[config.mk]
export PLATFORM = sky130hd
export DESIGN_NAME = multichannel_delayed_pulse_timer
export DESIGN_NICKNAME = d
export VERILOG_FILES = /design/src/design/mdpt_pkg.sv /design/src/design/mdpt_mem.sv /design/src/design/mdpt_seq.sv /design/src/design/multichannel_delayed_pulse_timer.sv
export SDC_FILE = /design/constraint.sdc
export NUM_CORES = 1
export LEC_CHECK = 0
export BUFFER_PORTS_ARGS = -buffer_cell sky130_fd_sc_hd__clkbuf_2
export CAP_MARGIN = 20
export CELL_PAD_IN_SITES_DETAIL_PLACEMENT = 1
export CELL_PAD_IN_SITES_GLOBAL_PLACEMENT = 2
export CORE_ASPECT_RATIO = 0.8
export CORE_MARGIN = 5
export CORE_UTILIZATION = 36
export DETAILED_ROUTE_END_ITERATION = 10
export GPL_ROUTABILITY_DRIVEN = 0
export HOLD_SLACK_MARGIN = 0.12
export PLACE_DENSITY = 0.65
export SETUP_SLACK_MARGIN = 0.05
export SLEW_MARGIN = 10
export SYNTH_ARGS = -nofsm -noshare
export SYNTH_HDL_FRONTEND = slang
export SYNTH_SLANG_ARGS = --single-unit
export TNS_END_PERCENT = 10
[constraint.sdc]
create_clock -name i_clk -period 5.1 [get_ports i_clk]
set_input_delay 0.255 -clock i_clk [delete_from_list [all_inputs] [get_ports i_clk]]
set_output_delay 0.255 -clock i_clk [all_outputs]
set_load 0.02 [all_outputs]
[src/design/mdpt_pkg.sv]
// Shared types and constants for the multichannel delayed pulse timer.
// Used by mdpt_mem, mdpt_seq and multichannel_delayed_pulse_timer.
package mdpt_pkg;

    localparam int CHANNELS = 16;
    localparam int CH_AW    = (CHANNELS > 1) ? $clog2(CHANNELS) : 1;
    localparam int OUT_W    = 16;

    localparam logic [CH_AW-1:0] LAST_CH = CH_AW'(CHANNELS - 1);

    localparam logic [2:0] KIND_TICK     = 3'd0;
    localparam logic [2:0] KIND_TRIGGER  = 3'd1;
    localparam logic [2:0] KIND_SET_PRE  = 3'd2;
    localparam logic [2:0] KIND_SET_HOLD = 3'd3;
    localparam logic [2:0] KIND_ALL_OFF  = 3'd4;

    typedef enum logic [1:0] {
        S_IDLE,
        S_TICK,
        S_ONE,
        S_DONE
    } t_state;

    typedef struct packed {
        logic [7:0] pre;
        logic [7:0] hold;
        logic [7:0] cd;
    } t_entry;

    typedef struct packed {
        logic             we;
        logic [CH_AW-1:0] waddr;
        t_entry           wdata;
    } t_mem_wr;

    typedef struct packed {
        logic             done;
        logic [OUT_W-1:0] bits;
    } t_res;

endpackage

[src/design/mdpt_mem.sv]
// Per-channel state memory: pre-delay, hold time and countdown per entry.
// One write port and one read port with registered read data; uses mdpt_pkg.
module mdpt_mem (
    input  logic                        i_clk,
    input  mdpt_pkg::t_mem_wr           i_wr,
    input  logic [mdpt_pkg::CH_AW-1:0]  i_raddr,
    output mdpt_pkg::t_entry            o_rdata
);
    import mdpt_pkg::*;

    t_entry r_mem [CHANNELS];
    t_entry r_rdata;

    always_ff @(posedge i_clk) begin
        if (i_wr.we) begin
            r_mem[i_wr.waddr] <= i_wr.wdata;
        end
        r_rdata <= r_mem[i_raddr];
    end

    assign o_rdata = r_rdata;

endmodule

[src/design/mdpt_seq.sv]
// Sequencer for the pulse timer: read-modify-write of channel entries in mdpt_mem,
// entry valid bits, and the output bit register. Uses mdpt_pkg.
module mdpt_seq (
    input  logic                        i_clk,
    input  logic                        i_rst_n,
    input  logic                        i_in_valid,
    output logic                        o_in_stall,
    input  logic [2:0]                  i_kind,
    input  logic [5:0]                  i_channel,
    input  logic [7:0]                  i_time_value,
    input  logic                        i_slot_free,
    output mdpt_pkg::t_res              o_res,
    output mdpt_pkg::t_mem_wr           o_wr,
    output logic [mdpt_pkg::CH_AW-1:0]  o_raddr,
    input  mdpt_pkg::t_entry            i_rdata
);
    import mdpt_pkg::*;

    t_state              r_state,    n_state;
    logic [CH_AW-1:0]    r_idx,      n_idx;
    logic [2:0]          r_kind,     n_kind;
    logic                r_ch_ok,    n_ch_ok;
    logic [7:0]          r_tv,       n_tv;
    logic [CHANNELS-1:0] r_tab_vld,  n_tab_vld;
    logic [CHANNELS-1:0] r_cd_vld,   n_cd_vld;
    logic [CHANNELS-1:0] r_out_bits, n_out_bits;

    logic             acc;
    logic             ch_ok_in;
    logic [CH_AW-1:0] ch_idx_in;
    t_entry           ent;
    t_entry           mod;
    logic [7:0]       cd_dec;
    logic             done;

    assign acc       = i_in_valid && (r_state == S_IDLE);
    assign ch_ok_in  = {1'b0, i_channel} < 7'(CHANNELS);
    assign ch_idx_in = i_channel[CH_AW-1:0];

    always_comb begin
        ent.pre  = r_tab_vld[r_idx] ? i_rdata.pre  : 8'd0;
        ent.hold = r_tab_vld[r_idx] ? i_rdata.hold : 8'd0;
        ent.cd   = r_cd_vld[r_idx]  ? i_rdata.cd   : 8'd0;
    end

    always_ff @(posedge i_clk) begin
        if (!i_rst_n) begin
            r_state    <= S_IDLE;
            r_tab_vld  <= '0;
            r_cd_vld   <= '0;
            r_out_bits <= '0;
        end else begin
            r_state    <= n_state;
            r_tab_vld  <= n_tab_vld;
            r_cd_vld   <= n_cd_vld;
            r_out_bits <= n_out_bits;
        end
        r_idx   <= n_idx;
        r_kind  <= n_kind;
        r_ch_ok <= n_ch_ok;
        r_tv    <= n_tv;
    end

    always_comb begin
        n_state    = r_state;
        n_idx      = r_idx;
        n_kind     = r_kind;
        n_ch_ok    = r_ch_ok;
        n_tv       = r_tv;
        n_tab_vld  = r_tab_vld;
        n_cd_vld   = r_cd_vld;
        n_out_bits = r_out_bits;
        mod        = ent;
        cd_dec     = ent.cd - 8'd1;
        o_wr       = '0;
        o_raddr    = r_idx + CH_AW'(1);
        done       = 1'b0;

        case (r_state)
            S_IDLE: begin
                o_raddr = (i_kind == KIND_TICK) ? '0 : ch_idx_in;
                if (acc) begin
                    n_kind  = i_kind;
                    n_ch_ok = ch_ok_in;
                    n_tv    = i_time_value;
                    n_idx   = (i_kind == KIND_TICK) ? '0 : ch_idx_in;
                    case (i_kind)
                        KIND_TICK: begin
                            n_state = S_TICK;
                        end
                        KIND_TRIGGER, KIND_SET_PRE, KIND_SET_HOLD: begin
                            n_state = S_ONE;
                        end
                        KIND_ALL_OFF: begin
                            n_cd_vld   = '0;
                            n_out_bits = '0;
                            n_state    = S_DONE;
                        end
                        default: begin
                            n_state = S_DONE;
                        end
                    endcase
                end
            end
            S_TICK: begin
                if (ent.cd != 8'd0) begin
                    mod.cd = cd_dec;
                    if (cd_dec == 8'd0) begin
                        if (!r_out_bits[r_idx]) begin
                            mod.cd = ent.hold;
                        end
                        n_out_bits[r_idx] = !r_out_bits[r_idx];
                    end
                end
                o_wr.we           = 1'b1;
                o_wr.waddr        = r_idx;
                o_wr.wdata        = mod;
                n_tab_vld[r_idx]  = 1'b1;
                n_cd_vld[r_idx]   = 1'b1;
                if (r_idx == LAST_CH) begin
                    n_state = S_DONE;
                end else begin
                    n_idx = r_idx + CH_AW'(1);
                end
            end
            S_ONE: begin
                case (r_kind)
                    KIND_TRIGGER: begin
                        if (ent.cd == 8'd0) begin
                            mod.cd = ent.pre;
                        end
                    end
                    KIND_SET_PRE: begin
                        mod.pre = r_tv;
                    end
                    KIND_SET_HOLD: begin
                        mod.hold = r_tv;
                    end
                    default: begin
                    end
                endcase
                o_wr.we    = r_ch_ok;
                o_wr.waddr = r_idx;
                o_wr.wdata = mod;
                if (r_ch_ok) begin
                    n_tab_vld[r_idx] = 1'b1;
                    n_cd_vld[r_idx]  = 1'b1;
                end
                n_state = S_DONE;
            end
            S_DONE: begin
                if (i_slot_free) begin
                    done    = 1'b1;
                    n_state = S_IDLE;
                end
            end
            default: begin
                n_state = S_IDLE;
            end
        endcase
    end

    assign o_in_stall = (r_state != S_IDLE);
    assign o_res.done = done;
    assign o_res.bits = OUT_W'(r_out_bits);

    a_no_write_idle: assert property (@(posedge i_clk) disable iff (!i_rst_n)
        (r_state == S_IDLE || r_state == S_DONE) |-> !o_wr.we)
        else $error("memory written outside a modify state");

    a_tick_walk: assert property (@(posedge i_clk) disable iff (!i_rst_n)
        (acc && i_kind == KIND_TICK) |=> (r_state == S_TICK && r_idx == '0))
        else $error("tick did not start its channel walk at entry zero");

    a_all_off: assert property (@(posedge i_clk) disable iff (!i_rst_n)
        (acc && i_kind == KIND_ALL_OFF) |=> (r_cd_vld == '0 && r_out_bits == '0))
        else $error("all-off left a countdown or an output bit set");

    a_walk_step: assert property (@(posedge i_clk) disable iff (!i_rst_n)
        (r_state == S_TICK && r_idx != LAST_CH) |=>
        (r_state == S_TICK && r_idx == $past(r_idx) + CH_AW'(1)))
        else $error("tick walk skipped or repeated a channel");

endmodule

[src/design/multichannel_delayed_pulse_timer.sv]
// Multichannel delayed pulse timer top level: mdpt_seq, mdpt_mem and the result register.
// A tick walks every channel in S_TICK, one read-modify-write of the state memory per
// channel per cycle; a trigger or table write does one read-modify-write in S_ONE; all-off
// and unused kinds go straight to S_DONE. S_DONE waits until the result register is free. A
// new beat is taken only in S_IDLE, while a result may still wait in the result register.
// Synchronous active-low reset clears all tables, countdowns and output bits to zero.
module multichannel_delayed_pulse_timer (
    input  logic        i_clk,
    input  logic        i_rst_n,
    input  logic        i_in_valid,
    output logic        o_in_stall,
    input  logic [2:0]  i_kind,
    input  logic [5:0]  i_channel,
    input  logic [7:0]  i_time_value,
    output logic        o_out_valid,
    input  logic        i_out_stall,
    output logic [15:0] o_channel_outputs
);
    import mdpt_pkg::*;

    t_res             res;
    t_mem_wr          wr;
    logic [CH_AW-1:0] raddr;
    t_entry           rdata;
    logic             slot_free;
    logic             r_out_vld;
    logic [OUT_W-1:0] r_out_data;

    assign slot_free = !r_out_vld || !i_out_stall;

    mdpt_seq u_seq (
        .i_clk        (i_clk),
        .i_rst_n      (i_rst_n),
        .i_in_valid   (i_in_valid),
        .o_in_stall   (o_in_stall),
        .i_kind       (i_kind),
        .i_channel    (i_channel),
        .i_time_value (i_time_value),
        .i_slot_free  (slot_free),
        .o_res        (res),
        .o_wr         (wr),
        .o_raddr      (raddr),
        .i_rdata      (rdata)
    );

    mdpt_mem u_mem (
        .i_clk   (i_clk),
        .i_wr    (wr),
        .i_raddr (raddr),
        .o_rdata (rdata)
    );

    always_ff @(posedge i_clk) begin
        if (!i_rst_n) begin
            r_out_vld <= 1'b0;
        end else if (res.done) begin
            r_out_vld <= 1'b1;
        end else if (!i_out_stall) begin
            r_out_vld <= 1'b0;
        end
        if (res.done) begin
            r_out_data <= res.bits;
        end
    end

    assign o_out_valid       = r_out_vld;
    assign o_channel_outputs = r_out_data;

    a_no_overwrite: assert property (@(posedge i_clk) disable iff (!i_rst_n)
        res.done |-> !(r_out_vld && i_out_stall))
        else $error("result beat overwritten while stalled");

    a_result_after_done: assert property (@(posedge i_clk) disable iff (!i_rst_n)
        res.done |=> (r_out_vld && r_out_data == $past(res.bits)))
        else $error("finished item did not reach the result register");

    a_done_only_busy: assert property (@(posedge i_clk) disable iff (!i_rst_n)
        res.done |-> o_in_stall)
        else $error("result produced while no item was in progress");

endmodule
==> results_dict.tcl, run 1 <==
set metrics [dict create \
    status "finished clean" \
    maxCapViolations 0 \
    dieArea_mm2 0.0622 \
    dp_hpwl_um 33400 \
    fmax_mhz 234 \
    syn_inst 1364 \
    via_per_inst 5.18 \
    ant_nets 0 \
    slew_viol_final 0 \
    async_reset_ff_share_pct 0 \
    tns_ps 0 \
    track_usage_pct 17.1 \
    r2r-start "u_seq.r_idx[0]$_DFFE_PP_" \
    final_cell_mix "edfxtp_1 (416), mux2i_1 (366), nor2_1 (103)" \
    clockBufferDepth 3 \
    diodes 0 \
    r2r_cells 11 \
    synthDistinctLibCells 58 \
    routedWlPerCell_um 24.0 \
    nNetsFinal 1496 \
    dieWidth_um 278 \
    finClkSkew_ps 29.2 \
    power_mw 14.8 \
    hold_violations 0 \
    finalSetupViolations 0 \
    root_buffer "clkbuf_16" \
    vdd_drop_max_uv 488 \
    num_rows 78 \
    p_leak_nw 8.88 \
    grt_pass1_vias 12127 \
    cts_resized 0 \
    drt_iter0_drc 836 \
    worst-setup-path-type "reg2reg" \
    min_path_type "in2reg" \
    pin_count 39 \
    synth_seq_cells 491 \
    max_slew_margin_pct 33.0 \
    power.density_mw_per_mm2 610 \
    fin_crit_ps 4270 \
    syn-cell-area_mm2 0.0206 \
    die_y_um 224 \
    core_mm2 0.0567 \
    critPathMaxFanout 19 \
    cts_buffers 53 \
    antenna_found_initial 0 \
    grt_overflow 0 \
    arrival_ps 4580 \
    synth_ff_type "edfxtp_1" \
    crit_path_start_kind "flop" \
    yosysTopAreaCellShare_pct 60.6 \
    route.detailed.drc 0 \
    crit_start "u_seq.r_idx[0]$_DFFE_PP_" \
    drt-total-wl_um 54400 \
    synthTopCellsByArea "edfxtp_1 (61%), mux2i_1 (18%), dfxtp_1 (7.3%)" \
    r2r_setup_slack_ps 830 \
    cts_setup_buffers 0 \
    syn_nets 1396 \
    grt_max_degree 69 \
    start_util_pct 36.4 \
    area_growth_pct 17.3 \
    post_synth.cell_area_avg_um2 15.1 \
    drive_gt1_share_pct 16.2 \
    cts_hold_buf 17 \
    rsz0062_at_grt "no" \
    endpoint "u_mem.r_mem[3][6]$_DFFE_PP_" \
    fin_crit_sh_pct 83.7 \
    ys_seq_area_share_pct 67.9 \
    port_buffers 38 \
    cts_tree "yes" \
    cts.clk_slew.worst_paths_ps 70 \
    firstDrtPassIters 5 \
    ctsHtreeMaxLevel 2 \
    synth_area_leader_cell "edfxtp_1" \
    clock_latency_ps 600 \
    r2r_end "u_mem.r_mem[3][6]$_DFFE_PP_" \
    layout.cells.most_common "edfxtp_1" \
    synth_edf_count 416 \
    required_ps 5410 \
    grt_pass1_wl_um 80600 \
    cts_sinks 491 \
    worst_setup_path_end_kind "flop" \
    max_slew.worst_pin.slew_ps 1000 \
    via_count 11749 \
    yosysWarnings 0 \
]
-- flip-flops by register name, summed over array words and instances, names as in the netlist, 3 cells and up --
signal,count
u_mem.o_rdata,24
o_channel_outputs,16
u_seq.r_kind,3
u_seq.r_idx,4
u_seq.r_tv,8
u_seq.r_cd_vld,16
u_mem.r_mem,384
u_seq.r_tab_vld,16
u_seq.r_out_bits,16
-- cell type report --
cell class	instances	area, um^2
well taps	760	951
repair buffers	129	991
multi-input cells	777	6360
clock inverters	21	314
flip-flops and latches	491	14000
inverters	12	45.0
fillers	5622	32500
clock buffers	78	1530
-- Yosys cell counts, drive strengths merged (17+ instances only) --
| library cell | count |
|---|---|
| nand3 | 31 |
| a21boi | 17 |
| a31oi | 20 |
| nor2 | 118 |
| edfxtp | 416 |
| buf | 49 |
| o21ai | 37 |
| dfxtp | 75 |
| mux2i | 366 |
| clkbuf | 35 |
| o211ai | 18 |
| a21oi | 30 |
| nand2 | 45 |
-- report_power, final --
part,total [mW],leakage [nW],internal [mW],switching [mW]
registers,4.98,4.15,4.72,0.256
logic,5.74,3.84,2.30,3.44
clock network,4.04,0.891,2.44,1.60
total,14.8,8.88,9.46,5.29
-- cells by family after synthesis --
logic type / synth area share [%]
compound gates: 5.33
xor+xnor: 0.255
fa+ha+maj: 0.667
buf+inv: 2.14
flops: 67.9
mux: 19.0
simple gates: 4.75
-- layer usage --
| layer | up-vias | share of wire, % | GRT usage (%) |
|---|---|---|---|
| met5 | - | 0 | 0 |
| met4 | 0 | 1.9 | 4.15 |
| met3 | 67 | 4.2 | 2.71 |
| met2 | 208 | 46 | 27.0 |
| met1 | 6051 | 48 | 25.0 |
| li1 | 5423 | - | - |
-- worst min-delay path by stage --
stage | start | to | slack [ps] | cells past startpoint
after floorplan | i_kind[0] | u_seq.r_kind[0]$_DFFE_PP_ | 350 | 0
after global placement | i_time_value[1] | u_seq.r_tv[1]$_DFFE_PP_ | 440 | 1
after detailed placement | i_time_value[1] | u_seq.r_tv[1]$_DFFE_PP_ | 440 | 1
after CTS | i_rst_n | u_seq.r_cd_vld[2]$_SDFFE_PN0P_ | 130 | 4
after global routing | i_channel[3] | u_seq.r_idx[3]$_DFFE_PP_ | 170 | 3
final | i_rst_n | u_seq.r_cd_vld[0]$_SDFFE_PN0P_ | 150 | 4
-- critical path, stage by stage (launching register included) --
cell and delay (ps):
edfxtp_1 530, mux4_2 560, a2bb2oi_2 160, a32o_2 420
nand2_1 170, ha_1 420, xnor2_1 170, nand3_1 110
a21oi_2 230, nand4_4 220, nor3_1 370, a311o_1 620
-- stage by stage --
stage               setup WS, ps  util, %  cell area [um^2]  hold WS (ps)  cells
CTS                          438     42.6             24200           129   2264
global route                 557     42.7             24200           165   2268
detailed placement           470     39.0             22100           438   2148
floorplan                   1160        -             20600           354   1364
global placement             655     39.0             22100           438   2148
finish                       831     42.7             24200           151   2268
Power figures use the tool's default switching activity.
==> run 2, diff against run 1 <==
--- a/config.mk
+++ b/config.mk
@@ -15,7 +15,7 @@
 export DETAILED_ROUTE_END_ITERATION = 10
 export GPL_ROUTABILITY_DRIVEN = 0
 export HOLD_SLACK_MARGIN = 0.12
-export PLACE_DENSITY = 0.65
+export PLACE_DENSITY = 0.67
 export SETUP_SLACK_MARGIN = 0.05
 export SLEW_MARGIN = 10
 export SYNTH_ARGS = -nofsm -noshare
==> constraint.sdc (replaced) <==
create_clock -name i_clk -period 3.76 [get_ports i_clk]
set_input_delay 0.188 -clock i_clk [delete_from_list [all_inputs] [get_ports i_clk]]
set_output_delay 0.188 -clock i_clk [all_outputs]
set_load 0.02 [all_outputs]
==> run 2 against run 1 <==
Compared with the run above: final cell count about the same; power grew 37%; critical path depth stayed put; via count decreased by 0.12%; hold slack improved by 47 ps; first-iteration DRC count rose by 11%; utilization increased by 0.39 points; sequential share of layout area decreased by 0.53 points; largest cell class unchanged; largest power group unchanged.
==> results_dict.tcl, run 2 (synthesis gave the netlist of run 1 again) <==
set metrics [dict create \
    status "finished clean" \
    fmax_mhz 288 \
    maxCapViolations 0 \
    hold_path_startpoint "i_in_valid" \
    track_usage_pct 17.2 \
    place_area_mm2 0.0224 \
    pin_count 39 \
    max_slew_margin_pct 23.1 \
    grt_util_met3_pct 2.68 \
    drive_gt1_share_pct 16.6 \
    critical-path-slowest-cell "mux4_2" \
    use_met2_pct 26.9 \
    vdd_drop_max_uv 665 \
    clock_latency_ps 600 \
    crit_path_start_kind "flop" \
    route.detailed.drc 0 \
    r2r_setup_slack_ps 290 \
    fin_crit_sh_pct 92.2 \
    dieWidth_um 278 \
    ctsHtreeMaxLevel 2 \
    start_util_pct 36.4 \
    cpPeakStageDelay_ps 530 \
    cts_sinks 491 \
    die_y_um 224 \
    critPathMaxFanout 16 \
    grt_max_degree 67 \
    num_rows 78 \
    dp.cells 2151 \
    finalSetupViolations 0 \
    crit_start "u_seq.r_idx[0]$_DFFE_PP_" \
    firstDrtPassIters 4 \
    finClkSkew_ps 17.5 \
    port_buffers 38 \
    instances_no_fill 2269 \
    final_cell_mix "edfxtp_1 (416), mux2i_1 (366), nor2_1 (103)" \
    path_depth 11 \
    regMostFlops "u_mem.r_mem" \
    min_path_type "in2reg" \
    cts_tree "yes" \
    worst_setup_path_end_kind "flop" \
    antenna_found_initial 0 \
    diodes 0 \
    grt_overflow 0 \
    layout.cells.most_common "edfxtp_1" \
    via_per_inst 5.17 \
    drt_iter0_drc 932 \
    drt-total-wl_um 54400 \
    arrival_ps 3850 \
    max_slew.worst_pin.slew_ps 1150 \
    cts_setup_buffers 0 \
    gr-max-usage-layer "met2" \
    hold_depth 6 \
    clockBufferDepth 3 \
    crit_family "compound AO/OA/AOI/OAI gates" \
    power_mw 20.1 \
    grtUsageMet1_pct 25.4 \
    dp_hpwl_um 32300 \
    hold_ws_ps 198 \
    p_leak_nw 8.93 \
    root_buffer "clkbuf_16" \
    tns_ps 0 \
    ant_nets 0 \
    worst-setup-path-type "reg2reg" \
    slew_viol_final 0 \
    area_growth_pct 18.4 \
    required_ps 4150 \
    cts.clk_slew.worst_paths_ps 60 \
    via_count 11735 \
    grt_pass1_vias 12322 \
    critPathBufInv 0 \
    endpoint "u_mem.r_mem[13][3]$_DFFE_PP_" \
    finalInstanceArea_mm2 0.0244 \
    hold_violations 0 \
    grt_pass1_wl_um 81000 \
    power.density_mw_per_mm2 825 \
    cts_buffers 52 \
    largest_reg_flops 384 \
    nNetsFinal 1497 \
    r2r_cells 11 \
    core_mm2 0.0567 \
    r2r-start "u_seq.r_idx[0]$_DFFE_PP_" \
    r2r_end "u_mem.r_mem[13][3]$_DFFE_PP_" \
    dieArea_mm2 0.0622 \
    routedWlPerCell_um 24.0 \
    rsz0062_at_grt "no" \
    crit_chain "mux4_2 > a2bb2oi_2 > a32o_2 > nand2_2 > ha_2 > xnor2_1 > nand3_1 > a21oi_2 > nand4_4 > nor3_1 > a311o_2" \
    fin_crit_ps 3470 \
]
run 2: changes by cell type in the layout (fill, tap and decap cells not counted), moves of 3 or more:
| cell | previous run | this run |
|---|---|---|
| inv_6 | 0 | 3 |
| clkinv_2 | 4 | 8 |
| a311o_1 | 3 | 0 |
| clkinv_1 | 3 | 10 |
| clkbuf_1 | 15 | 11 |
| clkbuf_8 | 9 | 4 |
| a311o_2 | 0 | 3 |
| clkinv_4 | 3 | 0 |
| buf_12 | 6 | 24 |
| buf_4 | 68 | 50 |
run 2: what timing repair did:
item,4_1_cts,5_1_grt
hold buffers,19,0
endpoints found under the hold margin,34,0
pin swaps,2,0
gates resized for setup,6,2
setup endpoints to repair,74,32
gates cloned,0,0
run 2: final cells by class:
type / count / area, um^2
clock inverters: 30 / 355
clock buffers: 68 / 1420
flip-flops and latches: 491 / 14000
multi-input cells: 777 / 6400
inverters: 12 / 45.0
well taps: 760 / 951
fillers: 5568 / 32300
repair buffers: 131 / 1240
run 2: worst min path at each step:
stage	to	slack, ps
finish	u_seq.r_out_bits[15]$_SDFFE_PN0P_	200
global route	u_seq.r_out_bits[15]$_SDFFE_PN0P_	280
CTS	u_seq.r_out_bits[15]$_SDFFE_PN0P_	160
detailed placement	u_seq.r_tv[4]$_DFFE_PP_	390
global placement	u_seq.r_tv[4]$_DFFE_PP_	400
floorplan	u_seq.r_kind[0]$_DFFE_PP_	290
run 2: worst reg2reg max path: stages (launching register included):
cell       delay [ps]
edfxtp_1          430
mux4_2            530
a2bb2oi_2         160
a32o_2            320
nand2_2           110
ha_2              200
xnor2_1           120
nand3_1           100
a21oi_2           240
nand4_4           240
nor3_1            390
a311o_2           430
run 2: layer usage:
metal | share of wire [%] | up-vias
li1 | - | 5427
met1 | 49 | 6058
met2 | 45 | 188
met3 | 3.9 | 62
met4 | 1.7 | 0
met5 | 0 | -
run 2: through the flow:
step / setup slack, ps / util, %
after floorplan: 99.8 / -
after global placement: 50.8 / 39.5
after detailed placement: -151 / 39.5
after CTS: 51.3 / 43.0
after global routing: 79.9 / 43.0
final: 293 / 43.0
run 2: power by group:
part | internal (mW) | switching (mW)
registers | 6.40 | 0.304
clock network | 3.21 | 2.15
logic | 3.31 | 4.77
total | 12.9 | 7.22
==> run 3, diff against run 2 <==
--- a/config.mk
+++ b/config.mk
@@ -12,6 +12,7 @@
 export CORE_ASPECT_RATIO = 0.8
 export CORE_MARGIN = 5
 export CORE_UTILIZATION = 36
+export CTS_BUF_LIST = sky130_fd_sc_hd__clkbuf_4 sky130_fd_sc_hd__clkbuf_8
 export DETAILED_ROUTE_END_ITERATION = 10
 export GPL_ROUTABILITY_DRIVEN = 0
 export HOLD_SLACK_MARGIN = 0.12
==> run 3 against run 2 <==
Compared with the run above: via count grew 2.1%; largest cell class unchanged; die area is the same; non-clock buffer count grew 2; clock skew grew 5.0 ps; critical path depth is the same; clock power shrank 11%; sequential power is essentially flat; first-iteration DRC count shrank 1.4%; power shrank 2.8%; register-to-register slack gained 20 ps; setup slack gained 21 ps; clock-buffer cell count grew 55.
==> results_dict.tcl, run 3 (synthesis gave the netlist of run 1 again) <==
set metrics [dict create \
    finClkSkew_ps 22.5 \
    p_leak_nw 8.98 \
    critical-path-slowest-cell "mux4_2" \
    cpPeakStageDelay_ps 550 \
    tns_ps 0 \
    use_met2_pct 26.6 \
    grt_overflow 0 \
    num-fill-cells 5634 \
    cts.clk_slew.worst_paths_ps 60 \
    layout.cells.most_common "edfxtp_1" \
    power.density_mw_per_mm2 805 \
    grt_max_degree 67 \
    nNetsFinal 1530 \
    crit_family "compound AO/OA/AOI/OAI gates" \
    min_path_type "in2reg" \
    ant_nets 0 \
    regMostFlops "u_mem.r_mem" \
    firstDrtPassIters 4 \
    swShare_pct 37.0 \
    maxCapViolations 0 \
    routedWlPerCell_um 23.6 \
    grt_util_met3_pct 3.46 \
    r2r-start "u_seq.r_idx[0]$_DFFE_PP_" \
    final_util_pct 42.9 \
    dp_hpwl_um 32300 \
    required_ps 4080 \
    critPathBufInv 0 \
    hold_violations 0 \
    dieWidth_um 278 \
    via_per_inst 5.15 \
    num_rows 78 \
    finalSetupViolations 0 \
    arrival_ps 3770 \
    crit_path_start_kind "flop" \
    max_slew_margin_pct 23.3 \
    hold_path_startpoint "i_time_value[4]" \
    largest_reg_flops 384 \
    min_to "u_seq.r_tv[4]$_DFFE_PP_" \
    r2r_end "u_mem.r_mem[14][1]$_DFFE_PP_" \
    drt_iter0_drc 919 \
    route.detailed.drc 0 \
    track_usage_pct 17.4 \
    grtUsageMet1_pct 25.8 \
    root_buffer "clkbuf_8" \
    cts_sinks 491 \
    start_util_pct 36.4 \
    combPwrFrac_pct 41.3 \
    port_buffers 38 \
    cts_tree "yes" \
    r2r_setup_slack_ps 310 \
    p_int_mw 12.3 \
    status "finished clean" \
    worst_setup_path_end_kind "flop" \
    gr-max-usage-layer "met2" \
    die_y_um 224 \
    power.switching_mw 7.25 \
    dieArea_mm2 0.0622 \
    clock_latency_ps 670 \
    vdd_drop_max_uv 612 \
    diodes 0 \
    fin_crit_ps 3450 \
    rsz0062_at_grt "no" \
    final_cell_mix "edfxtp_1 (416), mux2i_1 (366), nor2_1 (103)" \
    crit_chain "mux4_2 > a2bb2oi_2 > a32o_2 > nand2_2 > ha_2 > xnor2_1 > nand3_1 > a21oi_2 > nand4_4 > mux2i_1 > a211o_1" \
    power.clock.fraction_pct 24.5 \
    via_count 11980 \
    pin_count 39 \
    critPathMaxFanout 16 \
    clockBufferDepth 3 \
    drt-total-wl_um 54800 \
    fin_crit_sh_pct 91.6 \
    hold_depth 2 \
    grt_pass1_wl_um 81500 \
    slew_viol_final 0 \
    area_growth_pct 18.0 \
    multiInputGateArea_mm2 0.00640 \
    seq_area_mm2 0.0140 \
    fmax_mhz 290 \
    grt_pass1_vias 12547 \
    worst-setup-path-type "reg2reg" \
    core_mm2 0.0567 \
    seq_power_share_pct 34.3 \
    antenna_found_initial 1 \
    max_slew.worst_pin.slew_ps 1150 \
    ctsHtreeMaxLevel 3 \
    cts_buffers 83 \
    drive_gt1_share_pct 20.1 \
    r2r_cells 11 \
]
-- run 3: changes by cell type in the layout (fill, tap and decap cells not counted), sizes merged --
cell | previous run | this run
clkinv | 18 | 21
bufinv | 8 | 1
dlygate4sd3 | 19 | 21
inv | 14 | 17
clkbuf | 106 | 161
-- run 3: cell type report --
cell class | instances | share of cell area [%]
clock inverters | 29 | 0.787
flip-flops and latches | 491 | 57.5
inverters | 12 | 0.185
well taps | 760 | 3.91
multi-input cells | 777 | 26.3
repair buffers | 133 | 5.16
clock buffers | 123 | 6.11
-- run 3: power by group through the flow --
| stage | combinational [mW] | clock [mW] | sequential [mW] |
|---|---|---|---|
| floorplan | 5.70 | 0 | 6.67 |
| global placement | 8.01 | 0 | 6.81 |
| detailed placement | 8.10 | 0 | 6.81 |
| CTS | 8.16 | 4.96 | 6.70 |
| global route | 8.69 | 5.23 | 6.74 |
| finish | 8.09 | 4.79 | 6.71 |
-- run 3: how the worst max path moves through the flow --
stage                                        start                           end  cells after the start
after floorplan           u_seq.r_idx[0]$_DFFE_PP_   u_mem.r_mem[0][0]$_DFFE_PP_                     13
after global placement    u_seq.r_idx[0]$_DFFE_PP_  u_mem.r_mem[14][5]$_DFFE_PP_                     10
after detailed placement  u_seq.r_idx[0]$_DFFE_PP_  u_mem.r_mem[13][5]$_DFFE_PP_                     10
after CTS                 u_seq.r_idx[0]$_DFFE_PP_   u_mem.r_mem[9][0]$_DFFE_PP_                     11
after global routing      u_seq.r_idx[0]$_DFFE_PP_   u_mem.r_mem[9][0]$_DFFE_PP_                     13
final                     u_seq.r_idx[0]$_DFFE_PP_  u_mem.r_mem[14][1]$_DFFE_PP_                     11
-- run 3: layer usage --
metal / up-vias / part of all wire (%)
met5: - / 0
met3: 79 / 4.2
li1: 5501 / -
met1: 6155 / 50
met4: 0 / 1.8
met2: 245 / 44
-- run 3: metrics by stage --
| step | power [mW] | hold WS, ps | cell area, um^2 | worst slack, ps | cells |
|---|---|---|---|---|---|
| after floorplan | 12.4 | 287 | 20600 | 99.8 | 1364 |
| after global placement | 14.8 | 401 | 22400 | 50.8 | 2151 |
| after detailed placement | 14.9 | 392 | 22400 | -151 | 2151 |
| after CTS | 19.8 | 187 | 24300 | 55.5 | 2324 |
| after global routing | 20.7 | 200 | 24300 | 90.4 | 2325 |
| final | 19.6 | 266 | 24300 | 315 | 2325 |
-- run 3: worst reg2reg max path, stage by stage (launching register included) --
cell       delay, ps
edfxtp_1         420
mux4_2           550
a2bb2oi_2        160
a32o_2           290
nand2_2          110
ha_2             200
xnor2_1          120
nand3_1          100
a21oi_2          240
nand4_4          230
mux2i_1          190
a211o_1          500
-- run 3: timing repair --
action / 4_1_cts / 5_1_grt
setup buffers: 0 / 0
endpoints found under the setup margin: 64 / 48
hold endpoints to repair: 67 / 0
resized for setup: 5 / 3
hold buffers: 21 / 0
pin swaps: 3 / 0
